===== config.mk =====
export PLATFORM = sky130hd
export DESIGN_NAME = rendezvous_message_ipc
export DESIGN_NICKNAME = d
export VERILOG_FILES = /design/src/rtl/rmi_pkg.sv /design/src/rtl/rmi_front.sv /design/src/rtl/rmi_back.sv /design/src/rtl/rendezvous_message_ipc.sv
export SDC_FILE = /design/constraint.sdc
export NUM_CORES = 2
export LEC_CHECK = 0
export BUFFER_PORTS_ARGS = -buffer_cell sky130_fd_sc_hd__buf_4
export CAP_MARGIN = 0
export CORE_ASPECT_RATIO = 1.4
export CORE_MARGIN = 2
export CORE_UTILIZATION = 65
export DETAILED_ROUTE_END_ITERATION = 12
export GPL_TIMING_DRIVEN = 0
export PLACE_DENSITY_LB_ADDON = 0.15
export SLEW_MARGIN = 20
export SYNTH_ARGS = -nofsm -noshare
export SYNTH_HDL_FRONTEND = slang
export SYNTH_SLANG_ARGS = --single-unit

===== constraint.sdc =====
create_clock -name clk -period 11.99 [get_ports clk]
set_clock_uncertainty 0.05 [all_clocks]
set_input_delay 1.7985 -clock clk [delete_from_list [all_inputs] [get_ports clk]]
set_output_delay 1.7985 -clock clk [all_outputs]
set_load 0.005 [all_outputs]

===== src/rtl/rmi_pkg.sv =====
`timescale 1ns / 1ps
package rmi_pkg;
	localparam int NUM_PROCS = 16;
	localparam int ID_BITS = $clog2(NUM_PROCS);
	localparam int HANDLE_BITS = 32;
	localparam int QUEUE_DEPTH = 2;

	typedef logic [ID_BITS-1:0] id_t;
	typedef logic [HANDLE_BITS-1:0] handle_t;

	typedef enum logic [1:0] {
		OUT_DELIVERED = 2'd0,
		OUT_BLOCKED = 2'd1,
		OUT_ERROR = 2'd2
	} outcome_t;

	typedef enum logic [1:0] {
		ST_NORMAL = 2'd0,
		ST_SENDING = 2'd1,
		ST_RECEIVING = 2'd2
	} pstat_t;

	typedef enum logic [1:0] {
		CMD_ERROR = 2'd0,
		CMD_SEND = 2'd1,
		CMD_RECV = 2'd2
	} cmd_t;

	typedef struct packed {
		logic req_type;
		id_t caller_id;
		id_t peer_id;
		logic peer_any;
		handle_t buffer_handle;
	} req_t;

	typedef struct packed {
		logic [1:0] outcome;
		handle_t copy_from;
		handle_t copy_to;
		id_t sender_id;
		id_t receiver_id;
		logic woken_valid;
		id_t woken_id;
	} rsp_t;

	typedef struct packed {
		cmd_t cmd;
		id_t caller;
		id_t peer;
		logic any;
		handle_t handle;
	} op_t;
endpackage


===== src/rtl/rmi_front.sv =====
`timescale 1ns / 1ps
module rmi_front import rmi_pkg::*; (
	input logic clk,
	input logic arst_n,
	input logic push,
	output logic full,
	input req_t req,
	output logic op_valid,
	output op_t op,
	input logic op_pop
);
	localparam int CB = $clog2(QUEUE_DEPTH+1);
	localparam int PB = (QUEUE_DEPTH > 1) ? $clog2(QUEUE_DEPTH) : 1;
	op_t mem_q [QUEUE_DEPTH];
	logic [PB-1:0] wp_q, rp_q;
	logic [CB-1:0] cnt_q;
	op_t cls;
	logic wr, rd;

	// classify: only self-send is an error for a 16-process id range
	always_comb begin
		cls.caller = req.caller_id;
		cls.peer = req.peer_id;
		cls.any = req.peer_any;
		cls.handle = req.buffer_handle;
		if (!req.req_type && req.caller_id == req.peer_id) cls.cmd = CMD_ERROR;
		else if (req.req_type) cls.cmd = CMD_RECV;
		else cls.cmd = CMD_SEND;
	end

	assign full = (cnt_q == CB'(QUEUE_DEPTH));
	assign op_valid = (cnt_q != '0);
	assign op = mem_q[rp_q];
	assign wr = push && !full;
	assign rd = op_pop && op_valid;

	always_ff @(posedge clk) begin
		if (wr) mem_q[wp_q] <= cls;
	end

	always_ff @(posedge clk or negedge arst_n) begin
		if (!arst_n) begin
			wp_q <= '0;
			rp_q <= '0;
			cnt_q <= '0;
		end else begin
			if (wr) wp_q <= (wp_q == PB'(QUEUE_DEPTH-1)) ? '0 : wp_q + 1'b1;
			if (rd) rp_q <= (rp_q == PB'(QUEUE_DEPTH-1)) ? '0 : rp_q + 1'b1;
			cnt_q <= cnt_q + CB'(wr) - CB'(rd);
		end
	end

	a_no_over: assert property (@(posedge clk) disable iff (!arst_n)
		cnt_q <= CB'(QUEUE_DEPTH)) else $error("queue overflow");
	a_full_hold: assert property (@(posedge clk) disable iff (!arst_n)
		full && !rd |=> full) else $error("full dropped");
	a_empty: assert property (@(posedge clk) disable iff (!arst_n)
		!op_valid && !wr |=> !op_valid) else $error("item from nowhere");
endmodule


===== src/rtl/rmi_back.sv =====
`timescale 1ns / 1ps
module rmi_back import rmi_pkg::*; (
	input logic clk,
	input logic arst_n,
	input logic op_valid,
	input op_t op,
	output logic op_pop,
	output logic empty,
	input logic pop,
	output rsp_t rsp
);
	typedef enum logic [3:0] {
		S_IDLE = 4'b0001,
		S_EXEC = 4'b0010,
		S_WALK = 4'b0100,
		S_DONE = 4'b1000
	} st_t;

	st_t st_q;
	op_t op_q;
	pstat_t stat_q [NUM_PROCS];
	logic [ID_BITS:0] want_q [NUM_PROCS];
	logic [ID_BITS:0] tgt_q [NUM_PROCS];
	logic [ID_BITS:0] nxt_q [NUM_PROCS];
	logic [ID_BITS:0] head_q [NUM_PROCS];
	logic [ID_BITS:0] tail_q [NUM_PROCS];
	handle_t buf_q [NUM_PROCS];
	logic [ID_BITS:0] prev_q, cur_q, s_q;
	rsp_t res_q;
	logic res_v_q;

	localparam logic [ID_BITS:0] NONE = (ID_BITS+1)'(NUM_PROCS);
	localparam logic [ID_BITS:0] ANY = (ID_BITS+1)'(NUM_PROCS+1);

	assign empty = !res_v_q;
	assign rsp = res_q;
	assign op_pop = (st_q == S_IDLE) && op_valid && !res_v_q;

	always_ff @(posedge clk) begin
		if (op_pop) op_q <= op;
	end

	always_ff @(posedge clk or negedge arst_n) begin
		if (!arst_n) begin
			st_q <= S_IDLE;
			res_v_q <= 1'b0;
			res_q <= '0;
			prev_q <= '0;
			cur_q <= '0;
			s_q <= '0;
			for (int i = 0; i < NUM_PROCS; i++) begin
				stat_q[i] <= ST_NORMAL;
				want_q[i] <= NONE;
				tgt_q[i] <= NONE;
				nxt_q[i] <= NONE;
				head_q[i] <= NONE;
				tail_q[i] <= NONE;
			end
		end else begin
			if (pop && res_v_q) res_v_q <= 1'b0;
			unique case (st_q)
				S_IDLE: begin
					if (op_pop) st_q <= S_EXEC;
				end
				S_EXEC: begin
					res_q <= '0;
					res_q.outcome <= OUT_BLOCKED;
					st_q <= S_DONE;
					if (op_q.cmd == CMD_ERROR) begin
						res_q.outcome <= OUT_ERROR;
					end else if (stat_q[op_q.caller] != ST_NORMAL) begin
						res_q.outcome <= OUT_BLOCKED;
					end else if (op_q.cmd == CMD_SEND) begin
						buf_q[op_q.caller] <= op_q.handle;
						if (stat_q[op_q.peer] == ST_RECEIVING &&
								(want_q[op_q.peer] == {1'b0, op_q.caller} ||
								want_q[op_q.peer] == ANY)) begin
							res_q.outcome <= OUT_DELIVERED;
							res_q.copy_from <= op_q.handle;
							res_q.copy_to <= buf_q[op_q.peer];
							res_q.sender_id <= op_q.caller;
							res_q.receiver_id <= op_q.peer;
							res_q.woken_valid <= 1'b1;
							res_q.woken_id <= op_q.peer;
							want_q[op_q.peer] <= NONE;
							stat_q[op_q.peer] <= ST_NORMAL;
						end else begin
							tgt_q[op_q.caller] <= {1'b0, op_q.peer};
							stat_q[op_q.caller] <= ST_SENDING;
							nxt_q[op_q.caller] <= NONE;
							if (tail_q[op_q.peer] != NONE)
								nxt_q[tail_q[op_q.peer][ID_BITS-1:0]] <= {1'b0, op_q.caller};
							else
								head_q[op_q.peer] <= {1'b0, op_q.caller};
							tail_q[op_q.peer] <= {1'b0, op_q.caller};
						end
					end else begin
						buf_q[op_q.caller] <= op_q.handle;
						if ((op_q.any && head_q[op_q.caller] != NONE) ||
								(!op_q.any && stat_q[op_q.peer] == ST_SENDING &&
								tgt_q[op_q.peer] == {1'b0, op_q.caller})) begin
							// walk the caller's sender queue to unlink the sender
							s_q <= op_q.any ? head_q[op_q.caller] : {1'b0, op_q.peer};
							prev_q <= NONE;
							cur_q <= head_q[op_q.caller];
							st_q <= S_WALK;
						end else begin
							stat_q[op_q.caller] <= ST_RECEIVING;
							want_q[op_q.caller] <= op_q.any ? ANY : {1'b0, op_q.peer};
						end
					end
				end
				S_WALK: begin
					if (cur_q == s_q || cur_q == NONE) begin
						if (cur_q == s_q) begin
							if (prev_q == NONE) head_q[op_q.caller] <= nxt_q[cur_q[ID_BITS-1:0]];
							else nxt_q[prev_q[ID_BITS-1:0]] <= nxt_q[cur_q[ID_BITS-1:0]];
							if (tail_q[op_q.caller] == s_q) tail_q[op_q.caller] <= prev_q;
						end
						tgt_q[s_q[ID_BITS-1:0]] <= NONE;
						nxt_q[s_q[ID_BITS-1:0]] <= NONE;
						stat_q[s_q[ID_BITS-1:0]] <= ST_NORMAL;
						res_q.outcome <= OUT_DELIVERED;
						res_q.copy_from <= buf_q[s_q[ID_BITS-1:0]];
						res_q.copy_to <= op_q.handle;
						res_q.sender_id <= s_q[ID_BITS-1:0];
						res_q.receiver_id <= op_q.caller;
						res_q.woken_valid <= 1'b1;
						res_q.woken_id <= s_q[ID_BITS-1:0];
						st_q <= S_DONE;
					end else begin
						prev_q <= cur_q;
						cur_q <= nxt_q[cur_q[ID_BITS-1:0]];
					end
				end
				S_DONE: begin
					res_v_q <= 1'b1;
					st_q <= S_IDLE;
				end
				default: st_q <= S_IDLE;
			endcase
		end
	end

	a_onehot: assert property (@(posedge clk) disable iff (!arst_n)
		$onehot(st_q)) else $error("state not one-hot");
	a_res_hold: assert property (@(posedge clk) disable iff (!arst_n)
		res_v_q && !pop |=> res_v_q && $stable(res_q)) else $error("result lost");
	a_done: assert property (@(posedge clk) disable iff (!arst_n)
		st_q == S_DONE |=> res_v_q) else $error("result not posted");
	a_wake: assert property (@(posedge clk) disable iff (!arst_n)
		res_v_q && res_q.outcome != OUT_DELIVERED |-> !res_q.woken_valid)
		else $error("wake without delivery");
endmodule


===== src/rtl/rendezvous_message_ipc.sv =====
`timescale 1ns / 1ps
// channel   | direction | handshake           | payload
// request   | in        | push / full         | req (req_t)
// result    | out       | empty / pop         | rsp (rsp_t)
//
// a request passes S_EXEC then S_DONE; a receive that finds a waiting sender
// also walks the sender-queue links in S_WALK between them to unlink it
// one result register; next request starts once the result has been taken
// arst_n clears all process states and queues at once, no clearing pass
// a two-entry request queue lets the caller push while the back end works
module rendezvous_message_ipc import rmi_pkg::*; (
	input logic clk,
	input logic arst_n,
	input logic push,
	output logic full,
	input req_t req,
	output logic empty,
	input logic pop,
	output rsp_t rsp
);
	// transaction between the classifier and the engine
	logic op_valid, op_pop;
	op_t op;

	rmi_front u_front (
		.clk(clk), .arst_n(arst_n), .push(push), .full(full), .req(req),
		.op_valid(op_valid), .op(op), .op_pop(op_pop)
	);

	rmi_back u_back (
		.clk(clk), .arst_n(arst_n), .op_valid(op_valid), .op(op),
		.op_pop(op_pop), .empty(empty), .pop(pop), .rsp(rsp)
	);
endmodule


---- After elaboration in Yosys (flattened, before gate mapping) ----
Memories as Yosys holds them, arrays and structs flattened. A register that Yosys moved wholly into a read port is not among the register bits.
Index checks and enable logic that the tools add are counted.
word-level totals
  register bits ........................... 535
  memory bits (writable) .................. 598
  input port bits ......................... 46
  word-level logic and storage cells ...... 371
  memories ................................ 2
operators by class
  add/subtract/negate cells ............... 4
  magnitude comparators ................... 11
  equal/unequal tests ..................... 34
  multiplexer cells ....................... 140
  bitwise logic cells ..................... 31
  reduce and logical (&&, ||, !) cells .... 38
memory list
  name           words  bits a word  read ports  clocked after Yosys merged registers in  wr ports  RTL line         RTL
  u_back.buf_q   16     32           2           0                                        1         rmi_back.sv:27   handle_t buf_q [NUM_PROCS];
  u_front.mem_q  2      43           1           1                                        1         rmi_front.sv:14  op_t mem_q [QUEUE_DEPTH];
operator list
  kind                                                       number
  2-to-1 mux 80 bit                                          33
  bitwise mux 80 bit                                         8
  case mux 80 bit (2 select lines)                           4
  AND 64 bit                                                 4
  2-to-1 mux 32 bit                                          7
  NOT 64 bit                                                 3
  2-to-1 mux 79 bit                                          2
  case mux 79 bit (2 select lines)                           1
  2-to-1 mux 77 bit                                          2
  2-to-1 mux 5 bit                                           29
  binary-select mux 5 bit (select 4 bit)                     6
  demux 5 bit (select 4 bit)                                 5
  OR 16 bit                                                  6
  2-to-1 mux 78 bit                                          1
  AND 32 bit                                                 2
  NOT 32 bit                                                 2
  case mux 32 bit (2 select lines)                           1
  AND 16 bit                                                 2
  NOT 16 bit                                                 2
  greater-or-equal comparator 5 bit (second input constant)  6
  NOT 4 -> 5 bit                                             6
  < comparator 5 x 1 -> 1 bit (second input constant)        5
  demux 2 bit (select 4 bit)                                 3
  2-to-1 mux 4 bit                                           6
  other kinds (34)                                           112

---- Longest topological paths before layout ----
  depth after elaboration ................. 16
  gate-level depth with buffers ........... 16

---- Cells and area by module ----
A second synthesis with hierarchy kept.
unflattened totals
  cells, all modules ...................... 4171
  area, all modules ....................... 57580.2 um2
by module, submodules not included
  module     times used  cells an instance  area an instance (um2)  seq. area each (um2)
  rmi_back   1           4013               54060.6                 30135.2
  rmi_front  1           158                3519.6                  2682.6

---- Worst setup path after synthesis ----
Ideal clock, no wire load.
  path type ............................... flip-flop to flip-flop
  from .................................... register u_back.st_q[0]
  to ...................................... register, netlist name u_back.op_q[0]
  library setup time ...................... 501 ps
  arrival time ............................ 4201 ps
  slack ................................... 7238 ps
  stages on the path, launching flop included .. 4
  clock period less this slack ............ 4752 ps
  cells stage by stage .................... dfstp_2 inv_1 or4_1 nor3_1
on the way
  cells in the longest elaborated chain, start to end .. 3
ends and longest elaborated chain
  what                            RTL line                      RTL
  from (decl)                     rmi_back.sv:19                st_t st_q;
  from (signal assigned)          rmi_back.sv:45                st_q <= S_IDLE;
  from (signal assigned)          rmi_back.sv:63                if (op_pop) st_q <= S_EXEC;
  from (signal assigned)          rmi_back.sv:68                st_q <= S_DONE;
  equality test 4 x 1 -> 1 bit    rmi_back.sv:37                assign op_pop = (st_q == S_IDLE) && op_valid && !res_v_q;
  logical AND 1 bit (2 in a row)  rmi_back.sv:37
  net op_pop                      rendezvous_message_ipc.sv:22  logic op_valid, op_pop;
The timed path passes the listed nets, and every way through them passes these cells.
A chain may end at the register's enable or synchronous reset.

---- Final worst setup path ----
  from .................................... register, netlist name u_back.op_q[34]
  to ...................................... register u_back.want_q[31] (netlist name)
on the way
  cells in the longest elaborated chain, start to end .. 10
ends and longest elaborated chain
  what                                                 RTL line                         RTL
  NOT 4 -> 5 bit (implied by the code)                 -
  binary-select mux 2 bit (select 4 bit)               rmi_back.sv:75, rmi_back.sv:100
  2-to-1 mux 2 bit (implied by the code) (2 in a row)  rmi_back.sv:75, rmi_back.sv:100
  equality test 2 x 1 -> 1 bit                         rmi_back.sv:100                  (!op_q.any && stat_q[op_q.peer] == ST_SENDING &&
  logical AND 1 bit (2 in a row)                       rmi_back.sv:100
  logical OR 1 bit                                     rmi_back.sv:99                   if ((op_q.any && head_q[op_q.caller] != NONE) ||
  != test 2 x 1 -> 1 bit (no source line)              -
  AND reduction 5 bit (no source line)                 -
  to (signal, indexed assignment)                      rmi_back.sv:109                  want_q[op_q.caller] <= op_q.any ? ANY : {1'b0, op_q.peer};
  to (decl)                                            rmi_back.sv:22                   logic [ID_BITS:0] want_q [NUM_PROCS];
Parallel ways exist; a longest one is shown, timed or not. The select of a mux whose other input is x is not followed.

==> results by group <==
Clock network
  – Worst-case clock buffer depth: 3
  – CTS root buf: clkbuf_16
  – Clock Pin Slew Worst Setup and Hold Paths: 0.07 ns
  – Post-CTS sizing: 0
  – CTS tree: done
  – Total CTS buffers: 110
  – # clock sinks: 1,176
  – H-tree depth: 3
  – Cts-stage hold buffer count: 0
  – Post-CTS setup buffers: 0
  – Clock network latency to the later pin of the worst-skew pair: 0.77 ns

Detailed routing
  – # DRC: 0
  – 1st-pass router iterations: 9
  – DRT antenna net count: 0
  – Vias per cell: 8.15
  – WL final: 237,000 um
  – Via count: 46.2k
  – Avg WL per Cell: 41.8 um
  – DRT iter0 DRCs: 8,504

Placement
  – Setup Slack @ Placement: 5.87 ns
  – Final estimated routing congestion in global placement: 1.09
  – Number of port buffers: 126
  – Post-DP HPWL: 160,000 um

Logic synthesis
  – Async set-or-reset flop fraction in the synthesized netlist: 45.5%
  – Yosys top cell by area: edfxtp_1
  – Main synth FF type: edfxtp_1
  – Post-synth design cell area: 57,900 um2
  – Synth Register Bits: 1,176
  – Cells after synthesis: 4,088
  – Synthesis Warnings: 0
  – EDFF count, synth: 641
  – Top-area cell type share of the netlist area: 33.2%
  – Synth top area cells: edfxtp_1 (33%), dfrtp_1 (20%), mux4_2 (17%), dfstp_2 (3.7%), o2bb2ai_1 (2.7%)
  – Syn avg cell area: 14.2 um2
  – Yosys cell types: 93
  – Register area share after synthesis: 56.5%
  – Synth Net Count: 4,136

Min path
  – Hold Path Stages: 2
  – Hold path startpoint: u_back.head_q[29]
  – HP Class: register to register
  – Hold EP: u_back.head_q[29]

Critical path
  – Arr. time, crit path: 6.77 ns
  – FF-to-FF path depth: 13
  – Critical path class: register to register
  – Critical path endpoint category: register
  – Startpoint types: register
  – Critical R2R Capture: u_back.want_q[31]
  – Worst EP required: 12.54 ns
  – Critical Path Fanout Max: 10
  – Worst r2r src: u_back.op_q[34]
  – FF-to-FF setup slack: 5.77 ns

STA
  – Final Hold Vio Count: 0
  – RSZ-0062 raised after global routing: no
  – Setup Viol. Count Final: 0
  – Post-route setup slack: 5.77 ns
  – Worst slew pin tran: 1.28 ns
  – Slew margin rel.: 14.7%
  – Max Slew Vio Count: 0
  – Max Clk Rate: 161 MHz
  – Setup_tns: 0 ns
  – Time the worst path needs with I/O delays and setup: 6.22 ns
  – Final cycle utilization of the critical path: 51.8%

Floorplan
  – Total Die Area: 91,600 um2
  – Standard-cell rows: 129
  – Die W: 256 um
  – Starting density of the core: 65.6%
  – Die height: 357 um
  – CORE AREA: 88,300 um2
  – Ports: 127

GRT
  – GRT Util Overall: 52.1%
  – Vias in the first global route: 46.4k
  – Global-route wire length before repair: 333,000 um
  – Initial antenna violation count: 10
  – Congestion Overflow GR: 0
  – Largest net degree at the start of global routing: 99

Run
  – Max cap viols: 0

Power and ir drop
  – PD cells: 268 nW/um2
  – Peak supply drop: 208 uV
  – Leakage: 23.3 nW

Finish
  – Syn-to-layout area delta: 13.1%
  – Commonest cells after routing, fill and taps aside: edfxtp_1 (641), dfrtp_1 (454), mux4_2 (443)
  – Commonest non-fill, non-tap cell in the layout: edfxtp_1
  – Layout filler cell count: 5,432
  – Nets: 4,428
  – Share of cells above drive strength 1: 25.7%

Run status
  – Status: completed
[registers in the layout, summed over array words and instances, names as in the netlist, 43 cells and up]
signal	cells
u_back.want_q	80
u_back.tgt_q	80
u_back.tail_q	80
u_back.nxt_q	80
u_back.buf_q	512
u_back.op_q	43
u_front.mem_q	86
u_back.rsp	79
u_back.head_q	80
[layer usage]
metal,global-route usage [%],part of all wire (%)
met5,0.514,0.045
met4,49.6,12
met3,18.6,13
met2,79.5,45
met1,56.6,29
[per-stage QoR]
| stage | cells | util (%) | total power [mW] | hold slack (ns) | instance area, um2 |
|---|---|---|---|---|---|
| after CTS | 5654 | 74.1 | 17.0 | 0.436 | 65400 |
| final | 5663 | 74.2 | 17.5 | 0.436 | 65500 |
| after detailed placement | 5445 | 69.8 | 13.2 | 0.419 | 61600 |
| after global routing | 5656 | 74.2 | 17.7 | 0.445 | 65500 |
| after global placement | 5393 | 68.4 | 12.9 | 0.416 | 60300 |
| after floorplan | 4088 | - | 10.1 | 0.401 | 57900 |
[worst max path at each step]
stage,start,endpoint
2_1_floorplan,u_back.st_q[0],u_back.op_q[0]
3_3_place_gp,arst_n,u_back.buf_q[5][10]
3_5_place_dp,u_back.op_q[38],u_back.tail_q[60]
4_1_cts,u_back.op_q[38],u_back.tail_q[60]
5_1_grt,u_back.op_q[34],u_back.want_q[31]
6_report,u_back.op_q[34],u_back.want_q[31]
[final cells by class]
cell class	instances	area, um2	area share (%)
timing repair buffer	180	2000	3.05
multi-input combinational	2458	23400	35.7
clock buffer	134	2970	4.53
tap	1179	1480	2.25
antenna	7	17.5	0.0267
buffer	330	1600	2.44
clock inverter	75	873	1.33
inverter	124	465	0.710
sequential	1176	32700	50.0
[Yosys cell counts (all sizes together) (3+ instances only)]
library cell / count
o22ai: 145
o211a: 4
nand3: 104
nor2b: 31
o311ai: 3
nand2: 233
a31oi: 15
and2: 25
nor3: 24
o22a: 31
a32oi: 5
a22o: 32
xor2: 11
o2bb2ai: 178
or3: 3
mux4: 450
o31ai: 11
nand3b: 4
a21o: 22
nand2b: 15
o21a: 3
edfxtp: 641
dfrtp: 454
clkbuf: 223
a2bb2oi: 83
buf: 104
a32o: 34
o2111ai: 14
inv: 123
mux2: 62
mux2i: 39
and3: 11
o21ai: 140
xnor2: 15
a211oi: 22
o221ai: 34
o211ai: 54
dfstp: 81
a22oi: 102
nor4: 9
nor2: 249
a21oi: 209
a221oi: 5
[kinds of logic after synthesis]
kind of cell	count (synthesis)	share of synthesized area, %
AOI/OAI and AO/OA	1159	14.6
buffers and inverters	454	3.48
DFF	1176	56.5
xor gates and xnor gates	26	0.393
muxes	551	19.4
adders and majority gates	2	0.0432
and+or+nand+nor	720	5.53
[critical path: stages, from the launching register on]
cell and delay, ns:
edfxtp_1 0.42, buf_2 0.39, buf_6 0.31, clkbuf_1 0.97, clkbuf_2 0.82, mux4_2 0.43, mux2i_1 0.51, xnor2_1 0.19
nand2_1 0.10, o2111ai_1 0.21, o211ai_2 0.34, buf_2 0.34, a21oi_1 0.71, o22ai_1 0.22
[power breakdown]
group	switching, mW	internal [mW]
Sequential	0.823	5.32
Combinational	4.80	2.78
Clock	1.69	2.12
Total	7.32	10.2
No activity file was read; power rests on OpenSTA's default activity.
